$ cat src/rtl/nla_pkg.sv
`default_nettype none

package nla_pkg;

    localparam int MAX_LANDMARKS = 64;
    localparam int COORD_BITS    = 24;

    localparam int IDX_W  = (MAX_LANDMARKS > 1) ? $clog2(MAX_LANDMARKS) : 1;
    localparam int CNT_W  = $clog2(MAX_LANDMARKS + 1);
    localparam int OP_W   = 2;
    localparam int POS_W  = 7;
    localparam int DIST_W = 50;
    localparam int DIFF_W = COORD_BITS + 1;
    localparam int SQ_W   = 2 * DIFF_W;

    typedef logic signed [COORD_BITS-1:0] coord_t;

    typedef struct packed {
        coord_t x;
        coord_t y;
    } point_t;

    typedef enum logic [OP_W-1:0] {
        OP_CLEAR  = 2'd0,
        OP_APPEND = 2'd1,
        OP_QUERY  = 2'd2
    } op_t;

    typedef enum logic [1:0] {
        ST_IDLE,
        ST_SCAN,
        ST_DRAIN,
        ST_DONE
    } state_t;

    // control from the sequencer to the distance unit
    typedef struct packed {
        logic             start;
        logic             issue;
        logic [CNT_W-1:0] pos;
    } scan_ctl_t;

    typedef struct packed {
        logic             found;
        logic [CNT_W-1:0] pos;
        logic [SQ_W-1:0]  sq_dist;
    } best_t;

endpackage

`default_nettype wire

$ cat src/rtl/nla_cell.sv
`default_nettype none

module nla_cell (
    input  wire logic            clk,
    input  wire logic            load,
    input  wire nla_pkg::point_t load_data,
    input  wire logic            shift,
    input  wire nla_pkg::point_t shift_in,
    output nla_pkg::point_t      held
);
    import nla_pkg::*;

    point_t data_reg;

    always_ff @(posedge clk)
    begin
        if (load)
        begin
            data_reg <= load_data;
        end
        else if (shift)
        begin
            data_reg <= shift_in;
        end
    end

    assign held = data_reg;

endmodule

`default_nettype wire

$ cat config.mk
export PLATFORM = sky130hd
export DESIGN_NAME = nla_cell
export DESIGN_NICKNAME = d
export VERILOG_FILES = /design/src/rtl/nla_pkg.sv /design/src/rtl/nla_cell.sv
export SDC_FILE = /design/constraint.sdc
export NUM_CORES = 1
export LEC_CHECK = 0
export BUFFER_PORTS_ARGS = -buffer_cell sky130_fd_sc_hd__buf_2
export CORE_UTILIZATION = 40
export DETAILED_ROUTE_END_ITERATION = 10
export HOLD_SLACK_MARGIN = 0.08
export PLACE_DENSITY = 0.79
export SLEW_MARGIN = 20
export SYNTH_ARGS = -nofsm -noshare
export SYNTH_HDL_FRONTEND = slang
export SYNTH_SLANG_ARGS = --single-unit
$ cat constraint.sdc
create_clock -name clk -period 2.75 [get_ports clk]
set_input_delay 0.55 -clock clk [delete_from_list [all_inputs] [get_ports clk]]
set_output_delay 0.55 -clock clk [all_outputs]
set_load 0.05 [all_outputs]
After elaboration in Yosys (flattened, before gate mapping)
Cells that the tools add are included.
{ "totals": {"wordCells": 5, "inputBits": 99, "output_inout_bits": 48, "ff_bits": 48} }
{ "classes": {"mux": 2, "n_reduce_logical": 1} }
{ "op_table": {"columns": ["operator", "n"], "rows": [
  ["$mux W48", 2],
  ["$reduce_bool A2 Y1", 1]
]} }

Longest topological paths before layout
{ "logic_depth": {"word_depth": 2, "depth_mapped": 3, "mapped_depth_nobuf": 1} }

Worst setup path before layout
No wires, ideal clock.
{ "synth_timing": {"path_type": "input to register", "from": "input load", "to": "register data_reg, in the netlist held[0], enable pin", "t_arrival_ns": 1.944, "setup_time_ns": 0.408, "path_slack_ns": 0.398, "n_path_buf": 2, "cell_stages": 3, "path_cell_list": "buf_6 buf_6 or2_1"} }
{ "synth_via": {"elab_chain_len": 1} }
{ "synth_rtl": {"columns": ["item", "line_no", "text"], "rows": [
  ["start: declaration", "nla_cell.sv:5", "input wire logic load,"],
  ["$reduce_bool A2 Y1 (no source line)", null, null],
  ["end signal: assignment", "nla_cell.sv:19", "data_reg <= load_data;"],
  ["end signal: assignment", "nla_cell.sv:23", "data_reg <= shift_in;"],
  ["end: declaration", "nla_cell.sv:13", "point_t data_reg;"]
]} }
Every way passes these cells.
A chain may end at the register's enable or synchronous reset.

Worst setup path after layout
{ "layout_timing": {"from": "input load", "to": "register data_reg, in the netlist held[25] (data pin)"} }
{ "layout_via": {"elab_chain_len": 1} }
{ "layout_rtl": {"columns": ["item", "line_no", "text"], "rows": [
  ["$mux W48", "nla_cell.sv:17", "if (load)"]
]} }
Every way passes these cells.

==> metrics <==
Arr. time, crit path 1.59 ns; final-report setup violation count 0; final design utilization 60.4%; n_diodes 0; Max-cap violations 0; Hold Vio Cnt, Final 0; DRT iter0 DRCs 44; Chip Width 73.9 um; Post-CTS Setup Repair Bufs 0; worst vdd ir 0.292 mV; CP Capture Type register; Via density 4.55; total die area 5460 sq um; critical path launch point type input port; CORE AREA 4850 sq um; fin area 2930 sq um; worst-path maximum fanout 48; unrepaired setup endpoints after global routing no; DR DRC count 0; dpl cells 311; Seq. cell area 1440 sq um; Netlist cell types 6; Reg clk slew, reported paths 0.09 ns; Num Clock Sinks 48; part of the power in registers 49.8%; largest net degree at the start of global routing 49; # port buffers 146; die extent in y 73.9 um; share of cells above drive strength 1 80.6%; clock buffer count from CTS 5; Crit-path slowest cell buf_4; sw frac 33.2%; Cell Pwr Density 627 nW/um^2; # IOs 147; internal power 1.23 mW; slew margin rel. 57.6%; Initial Utilization 42.6%; most frequent cells in the layout buf_2, edfxtp_1, mux2_2; Area Overhead vs Synth 41.7%; Hold Crit Start load_data[39]; crit path launch load; DR vias 1451; GR Overflow Total 0; number of flip-flops in the largest register 48; HPWL after detailed placement 3.12 mm; Syn Inst Count 102; H-tree depth 2; outcome finished, final reports clean; Routed Antenna Nets 0; placed instance area 2840 sq um; period utilization 56.1%; Finished Layout Cells 319; Synthesis Warnings 0; CP cell instances buf_2, buf_4, mux2_2; WL final 4.23 mm; Comb power frac 28.7%; drt pass-1 iters 3; Max Fclk 648 MHz; post-synthesis sequential area ratio 69.7%; Hold WS 0.550 ns; Placer Congestion 0.664; slowest cell delay on critical path 0.52 ns; global-route wire length before repair 6.39 mm; HP Class in -> reg; total track usage 16.0%; vias in the first global route 1408; setup TNS 0 ns; # nets final 350; syn_nets 201; clk buf depth 2; cts hold-fix bufs 0; Multi-input gate area 583 sq um; TritonCTS clock tree yes; fillers 385; commonest non-fill, non-tap cell in the layout buf_2; Psw 609 uW; FF+latch count, synth 48; Final min period 1.54 ns; # rows 25; synthesized area 2070 sq um; Root Buffer clkbuf_8; WL/cell 13.3 um; Clk pwr share 21.5%; Worst Path Required 2.79 ns; critical path class in -> reg; initial antenna violation count 0; post-cts sizing count 0; final slew viol count 0; Mean Syn Cell Area 20.3 sq um; measured slew at the worst slew-check pin 0.635 ns; Pleak 1.34 nW
## worst max-delay path, delay by kind of cell
family / cells / cell delay [ns]
buf+inv: 2 / 0.61
mux: 1 / 0.41
## through the flow
stage	total power, mW	setup WS [ns]
2_1_floorplan	1.31	0.398
3_3_place_gp	1.46	0.874
3_5_place_dp	1.46	0.844
4_1_cts	1.86	1.16
5_1_grt	1.91	1.16
6_report	1.84	1.21
## power groups by stage
stage / combinational (mW) / clock, mW / sequential [mW]
2_1_floorplan: 0.0902 / 0 / 1.22
3_3_place_gp: 0.526 / 0 / 0.930
6_report: 0.528 / 0.395 / 0.914
4_1_cts: 0.532 / 0.411 / 0.916
5_1_grt: 0.553 / 0.438 / 0.923
3_5_place_dp: 0.530 / 0 / 0.932
## metal layers
layer	share of wire, %	wire length, um	global-route usage, %	vias to the layer above
met5	0	0	0	-
met4	0.24	10	3.85	0
met3	9.0	380	6.45	2
met2	54	2300	29.1	83
met1	36	1540	17.3	667
li1	-	-	-	699
## cell families (layout without fill, tap and decap cells)
kind of cell           count (synthesis)  in the layout  share of synthesized area, %
buffers and inverters                  5            155                          2.18
flip-flops                            48             48                          69.7
multiplexers                          48             48                          27.8
AND/OR/NAND/NOR                        1              1                         0.303
## final timing paths
path	endpoint	slack (ns)	depth (start not counted)
worst max-delay path	held[25]$_DFFE_PP_	1.21	3
worst min-delay path	held[39]$_DFFE_PP_	0.55	2
## cell usage after synthesis, drive strengths merged
library cell  number  area share [%]
buf                5             2.2
edfxtp            48              70
mux2              48              28
or2                1            0.30
## area by class of cell
class,instances,share of cell area (%)
sequential,48,49.2
timing repair buffer,147,25.2
multi-input combinational,49,19.9
tap,67,2.86
clock buffer,5,2.35
clock inverter,3,0.470
Note: power is estimated with default switching activity, not from simulation.
