--- src/rtl/nla_pkg.sv ---
`default_nettype none

package nla_pkg;

    localparam int MAX_LANDMARKS = 64;
    localparam int COORD_BITS    = 24;

    localparam int IDX_W  = (MAX_LANDMARKS > 1) ? $clog2(MAX_LANDMARKS) : 1;
    localparam int CNT_W  = $clog2(MAX_LANDMARKS + 1);
    localparam int OP_W   = 2;
    localparam int POS_W  = 7;
    localparam int DIST_W = 50;
    localparam int DIFF_W = COORD_BITS + 1;
    localparam int SQ_W   = 2 * DIFF_W;

    typedef logic signed [COORD_BITS-1:0] coord_t;

    typedef struct packed {
        coord_t x;
        coord_t y;
    } point_t;

    typedef enum logic [OP_W-1:0] {
        OP_CLEAR  = 2'd0,
        OP_APPEND = 2'd1,
        OP_QUERY  = 2'd2
    } op_t;

    typedef enum logic [1:0] {
        ST_IDLE,
        ST_SCAN,
        ST_DRAIN,
        ST_DONE
    } state_t;

    // control from the sequencer to the distance unit
    typedef struct packed {
        logic             start;
        logic             issue;
        logic [CNT_W-1:0] pos;
    } scan_ctl_t;

    typedef struct packed {
        logic             found;
        logic [CNT_W-1:0] pos;
        logic [SQ_W-1:0]  sq_dist;
    } best_t;

endpackage

`default_nettype wire

--- src/rtl/nla_dist.sv ---
`default_nettype none

module nla_dist (
    input  wire logic               clk,
    input  wire logic               rst_n,
    input  wire nla_pkg::scan_ctl_t ctl,
    input  wire nla_pkg::point_t    query,
    input  wire nla_pkg::point_t    landmark,
    output logic                    busy,
    output nla_pkg::best_t          best
);
    import nla_pkg::*;

    logic signed [DIFF_W-1:0] dx;
    logic signed [DIFF_W-1:0] dy;
    logic [DIFF_W-1:0]        mag_x;
    logic [DIFF_W-1:0]        mag_y;
    logic [SQ_W-1:0]          sum;
    logic                     take;

    logic              a_valid_reg;
    logic [CNT_W-1:0]  a_pos_reg;
    logic [DIFF_W-1:0] mag_x_reg;
    logic [DIFF_W-1:0] mag_y_reg;
    logic              b_valid_reg;
    logic [CNT_W-1:0]  b_pos_reg;
    logic [SQ_W-1:0]   sq_x_reg;
    logic [SQ_W-1:0]   sq_y_reg;
    logic              best_found_reg;
    logic [CNT_W-1:0]  best_pos_reg;
    logic [SQ_W-1:0]   best_sq_reg;

    always_comb
    begin
        dx    = DIFF_W'(query.x) - DIFF_W'(landmark.x);
        dy    = DIFF_W'(query.y) - DIFF_W'(landmark.y);
        mag_x = dx[DIFF_W-1] ? DIFF_W'(-dx) : DIFF_W'(dx);
        mag_y = dy[DIFF_W-1] ? DIFF_W'(-dy) : DIFF_W'(dy);
        // cannot overflow: each square is below 2^(SQ_W-2)
        sum   = sq_x_reg + sq_y_reg;
        // strict compare keeps the earliest landmark on a tie
        take  = b_valid_reg && (!best_found_reg || sum < best_sq_reg);
    end

    always_ff @(posedge clk or negedge rst_n)
    begin
        if (!rst_n)
        begin
            a_valid_reg    <= 1'b0;
            b_valid_reg    <= 1'b0;
            best_found_reg <= 1'b0;
        end
        else
        begin
            a_valid_reg <= ctl.issue;
            b_valid_reg <= a_valid_reg;
            if (ctl.start)
            begin
                best_found_reg <= 1'b0;
            end
            else if (take)
            begin
                best_found_reg <= 1'b1;
            end
        end
    end

    always_ff @(posedge clk)
    begin
        a_pos_reg <= ctl.pos;
        mag_x_reg <= mag_x;
        mag_y_reg <= mag_y;
        b_pos_reg <= a_pos_reg;
        sq_x_reg  <= mag_x_reg * mag_x_reg;
        sq_y_reg  <= mag_y_reg * mag_y_reg;
        if (ctl.start)
        begin
            best_pos_reg <= '0;
            best_sq_reg  <= '0;
        end
        else if (take)
        begin
            best_pos_reg <= b_pos_reg;
            best_sq_reg  <= sum;
        end
    end

    assign busy = a_valid_reg | b_valid_reg;
    assign best = '{found: best_found_reg, pos: best_pos_reg, sq_dist: best_sq_reg};

endmodule

`default_nettype wire
--- config.mk ---
export PLATFORM = sky130hd
export DESIGN_NAME = nla_dist
export DESIGN_NICKNAME = d
export VERILOG_FILES = /design/src/rtl/nla_pkg.sv /design/src/rtl/nla_dist.sv
export SDC_FILE = /design/constraint.sdc
export NUM_CORES = 2
export LEC_CHECK = 0
export CAP_MARGIN = 20
export CORE_UTILIZATION = 53
export CTS_CLUSTER_DIAMETER = 80
export CTS_CLUSTER_SIZE = 12
export DETAILED_ROUTE_END_ITERATION = 7
export DONT_BUFFER_PORTS = 1
export PLACE_DENSITY_LB_ADDON = 0.2
export RECOVER_POWER = 25
export SKIP_CTS_REPAIR_TIMING = 1
export SYNTH_ARGS = -nofsm -noshare
export SYNTH_HDL_FRONTEND = slang
export SYNTH_SLANG_ARGS = --single-unit
--- constraint.sdc ---
create_clock -name clk -period 8.95 [get_ports clk]
set_input_delay 0 -clock clk [delete_from_list [all_inputs] [get_ports clk]]
set_output_delay 0 -clock clk [all_outputs]
set_load 0.02 [all_outputs]
; ---- Word-level counts from Yosys, hierarchy flattened
; Cells that the tools add are included.
[op_classes]
n_mul = 2
n_mux = 4
n_lt_le_gt_ge = 1
n_shift = 0
bitwise_logic = 1
reduce_logical = 4
div_mod_pow = 0
n_eq_ne = 0
add_sub_neg = 5
[ops]
columns = cell, count
row1 = $mul A25 B25 Y50, 2
row2 = $add A50 B50 Y50, 1
row3 = $lt A50 B50 Y1, 1
row4 = $neg A25 Y25, 2
row5 = $sub A24 B24 Y25, 2
row6 = $mux W24, 2
row7 = $mux W1, 2
row8 = $reduce_bool A2 Y1, 1
row9 = $logic_and A1 B1 Y1, 1
row10 = $logic_not A1 Y1, 1
row11 = $logic_or A1 B1 Y1, 1
row12 = $or A1 B1 Y1, 1
[word_totals]
mem_count = 0
output_inout_bits = 59
latchBits = 0
regBits = 224
romBits = 0
ram_bits = 0
wordCells = 30
in_bits = 107

; ---- Logic depth before layout (Yosys ltp)
[depth]
depth_word = 6
mapped_depth = 29
ltp_nobuf = 27

; ---- Worst setup path after synthesis
; OpenSTA, ideal clock, no wires.
[synth_timing]
kind = register -> register
from = register mag_y_reg[3]
to = register sq_y_reg[42]
setup_time_ps = 123
t_arrival_ps = 7098
synth_period_minus_slack_ps = 7221
path_buffers = 2
slack_ps = 1729
t_required_ps = 8827
stages_incl_launch_ff = 29
cell_sequence = dfxtp_1 clkbuf_1 clkbuf_1 nand2_1 fa_1 inv_1 fa_1 inv_1 fa_1 inv_1 fa_1 inv_1 fa_1 inv_1 fa_1 inv_1 fa_1 inv_1 ha_1 a21oi_1 o21ai_0 a221o_1 a21oi_1 o41ai_2 a2111oi_0 o21ai_0 a21oi_1 o31ai_1 xnor2_1
[synth_via]
elab_chain_len = 1
[synth_rtl]
columns = element, line_no
row1 = start: declaration, nla_dist.sv:24  ; logic [DIFF_W-1:0] mag_y_reg;
row2 = start signal: assignment, nla_dist.sv:72  ; mag_y_reg <= mag_y;
row3 = $mul A25 B25 Y50, nla_dist.sv:75  ; sq_y_reg <= mag_y_reg * mag_y_reg;
row4 = end signal: assignment, nla_dist.sv:75
row5 = end: declaration, nla_dist.sv:28  ; logic [SQ_W-1:0] sq_y_reg;
; Every way passes these cells.
; A chain may end at the register's enable or synchronous reset.

; ---- Worst setup path in the final report
[layout_timing]
from = register mag_x_reg[3]
to = register sq_x_reg[46]
[layout_via]
elab_chain_len = 1
[layout_rtl]
columns = element, line_no
row1 = start: declaration, nla_dist.sv:23  ; logic [DIFF_W-1:0] mag_x_reg;
row2 = start signal: assignment, nla_dist.sv:71  ; mag_x_reg <= mag_x;
row3 = $mul A25 B25 Y50, nla_dist.sv:74  ; sq_x_reg <= mag_x_reg * mag_x_reg;
row4 = end signal: assignment, nla_dist.sv:74
row5 = end: declaration, nla_dist.sv:27  ; logic [SQ_W-1:0] sq_x_reg;
; Every way passes these cells.

==> results.py <==
metrics = {
    "outcome": {
        "status": "complete, but fails checks",
        "violations": "negative hold slack",
    },
    "drt": {
        "dr.pass1.iters": 5,
        "wl_per_cell_um": 16.6,
        "routed-via-count": 35300,
        "drt-initial-drc-count": 1748,
        "via_per_inst": 5.29,
        "ant_nets": 0,
        "route.detailed.drc": 0,
        "drt-total-wl_um": 111000,
    },
    "placed_design": {
        "hpwlAfterDp_um": 94700,
        "gp_congestion": 0.900,
        "dp_slack_ns": 1.03,
        "port_buffers": 0,
    },
    "final_layout": {
        "largest_register_ffs": 50,
        "final_net_count": 7043,
        "area_growth_pct": 5.15,
        "fillers": 8229,
        "antennaDiodeCount": 0,
        "post-route-util": 0.565,
        "layout-drive-gt1-share": 0.0255,
    },
    "global_routing": {
        "grt_pass1_wl_um": 184000,
        "first_global_vias": 37000,
        "grt_usage": 0.248,
        "grt_max_degree": 71,
        "antenna_found_initial": 2,
        "overflow": 0,
    },
    "setup_path": {
        "required_ns": 9.43,
        "critPathLaunchType": "register",
        "cp.arrival_ns": 8.56,
        "worst-setup-path-type": "reg2reg",
        "critPathCaptureType": "register",
        "crit_fanout": 23,
    },
    "worst_hold_path": {
        "worst_hold_path_type": "in2reg",
    },
    "sta": {
        "period_minus_slack_ns": 8.08,
        "setup_slack_ns": 0.870,
        "holdWs_ns": -0.0503,
        "setup_violations": 0,
        "final-hold-violation-count": 14,
        "timing.final.crit_share": 0.903,
        "tns_ns": 0,
        "slew_headroom": 0.248,
        "fmax_mhz": 124,
        "rsz0062_at_grt": "no",
        "drv_slew": 0,
        "tightest_slew_ns": 1.12,
        "skew_ns": 0.0366,
    },
    "yosys": {
        "synth_top_cell_by_area": "fa_1",
        "ys_seq_elements": 222,
        "ys_types": 94,
        "ys_seq_area_frac": 0.0918,
        "syn_inst": 5514,
        "synthArstFlopShare": 0.0135,
        "synth.top_cell.area_share": 0.385,
        "synth_fp_nets": 7080,
        "syn_area_um2": 48600,
        "ys.flop_type": "dfxtp_1",
        "syn_avg_cell_area_um2": 8.81,
        "yosys-top-cells-area": "fa_1 38%, ha_1 14%, inv_1 12%",
        "synth-edff-count": 0,
        "yosys_warnings": 0,
    },
    "clock_tree": {
        "ctsHtreeMaxLevel": 1,
        "cts_tree": "done",
        "numCtsBuffers": 25,
        "root_buffer": "clkbuf_16",
        "clk_latency_ns": 0.59,
        "path_clk_slew_ns": 0.06,
        "cts_buffer_depth": 3,
        "cts.sinks": 222,
    },
    "floorplanning": {
        "die_area_um2": 92900,
        "row_count": 110,
        "die_w_um": 305,
        "coreArea_um2": 90400,
        "die_h_um": 305,
        "initial_core_util": 0.537,
        "ios": 166,
    },
    "flow_run": {
        "maxCapViolCount": 0,
    },
}
synth_stat cells (all sizes together) (29+ instances only):
library cell and instances:
a21o 121, ha 525, inv 1491, o21ai 117
clkbuf 159, fa 934, nand4 36, o21bai 29
xnor2 157, nor3 37, xor2 77, a31oi 34
nand3 56, dfxtp 219, nor2b 34, and2 246
a21oi 251, nand2 522, nor2 176
path summary, 6_finish.rpt:
kind / from / endpoint / slack [ns] / cells after the start
setup / recovery: mag_x_reg[3]$_DFF_P_ / sq_x_reg[46]$_DFF_P_ / 0.87 / 24
hold / removal: query[32] / mag_x_reg[8]$_DFF_P_ / -0.05 / 4
setup reg to reg: mag_x_reg[3]$_DFF_P_ / sq_x_reg[46]$_DFF_P_ / 0.87 / 24
hold reg to reg: a_pos_reg[0]$_DFF_P_ / b_pos_reg[0]$_DFF_P_ / 0.33 / 0
max in group asynchronous: rst_n / b_valid_reg$_DFF_PN0_ / 8.40 / 2
min in group asynchronous: rst_n / a_valid_reg$_DFF_PN0_ / 0.33 / 2
critical path: stages, from the launching register on:
cell      delay, ns
dfxtp_1        0.94
inv_1          0.39
nor2_1         0.31
fa_1           0.47
fa_1           0.52
fa_1           0.57
inv_1          0.06
fa_1           0.49
inv_1          0.06
fa_1           0.48
fa_1           0.49
inv_1          0.05
fa_1           0.48
inv_1          0.04
ha_1           0.35
a21oi_1        0.24
o21ai_0        0.16
a21o_1         0.17
o21ai_0        0.26
nand3_1        0.28
a21oi_1        0.35
o21ai_1        0.20
a21boi_0       0.31
o21ai_0        0.15
xor2_1         0.15
cells by family after synthesis:
family                   share of synthesized area
buffers and inverters                        0.129
adder cells (fa/ha/maj)                      0.520
AND/OR/NAND/NOR                              0.122
AO/OA/AOI/OAI                               0.0933
XOR/XNOR                                    0.0422
flip-flops                                  0.0918
multiplexers                               0.00170
per-stage QoR:
stage,cell area [um^2],instances
6_report,51100,6662
4_1_cts,50500,6608
3_3_place_gp,49800,6572
5_1_grt,51100,6662
3_5_place_dp,49800,6572
2_1_floorplan,48600,5514
cell type report:
cell class / count / area [um^2] / share of cell area
Sequential cell: 222 / 4460 / 0.0873
Inverter: 1491 / 5600 / 0.110
Timing Repair Buffer: 107 / 965 / 0.0189
Tap cell: 1176 / 1470 / 0.0288
Clock buffer: 30 / 664 / 0.0130
Multi-Input combinational cell: 3630 / 37900 / 0.741
Clock inverter: 6 / 56.3 / 0.00110
cell usage in the layout (no fill, tap or decap), types with 121 or more instances in the layout:
master and n:
a21o_1 121, a21oi_1 249, and2_1 246, xnor2_1 157, ha_1 525, nand2_1 521
dfxtp_1 219, nor2_1 176, fa_1 934, inv_1 1490
layer usage:
metal | part of all wire | vias up | global-route usage
met5 | 0.000081 | - | 0
met4 | 0.032 | 2 | 0.0729
met3 | 0.052 | 183 | 0.0372
met2 | 0.49 | 756 | 0.423
met1 | 0.43 | 17700 | 0.325
li1 | - | 16700 | -
Power is left out: the tool's default activity adds up to more than one toggle a clock period on the data nets, which glitch-free logic cannot reach.
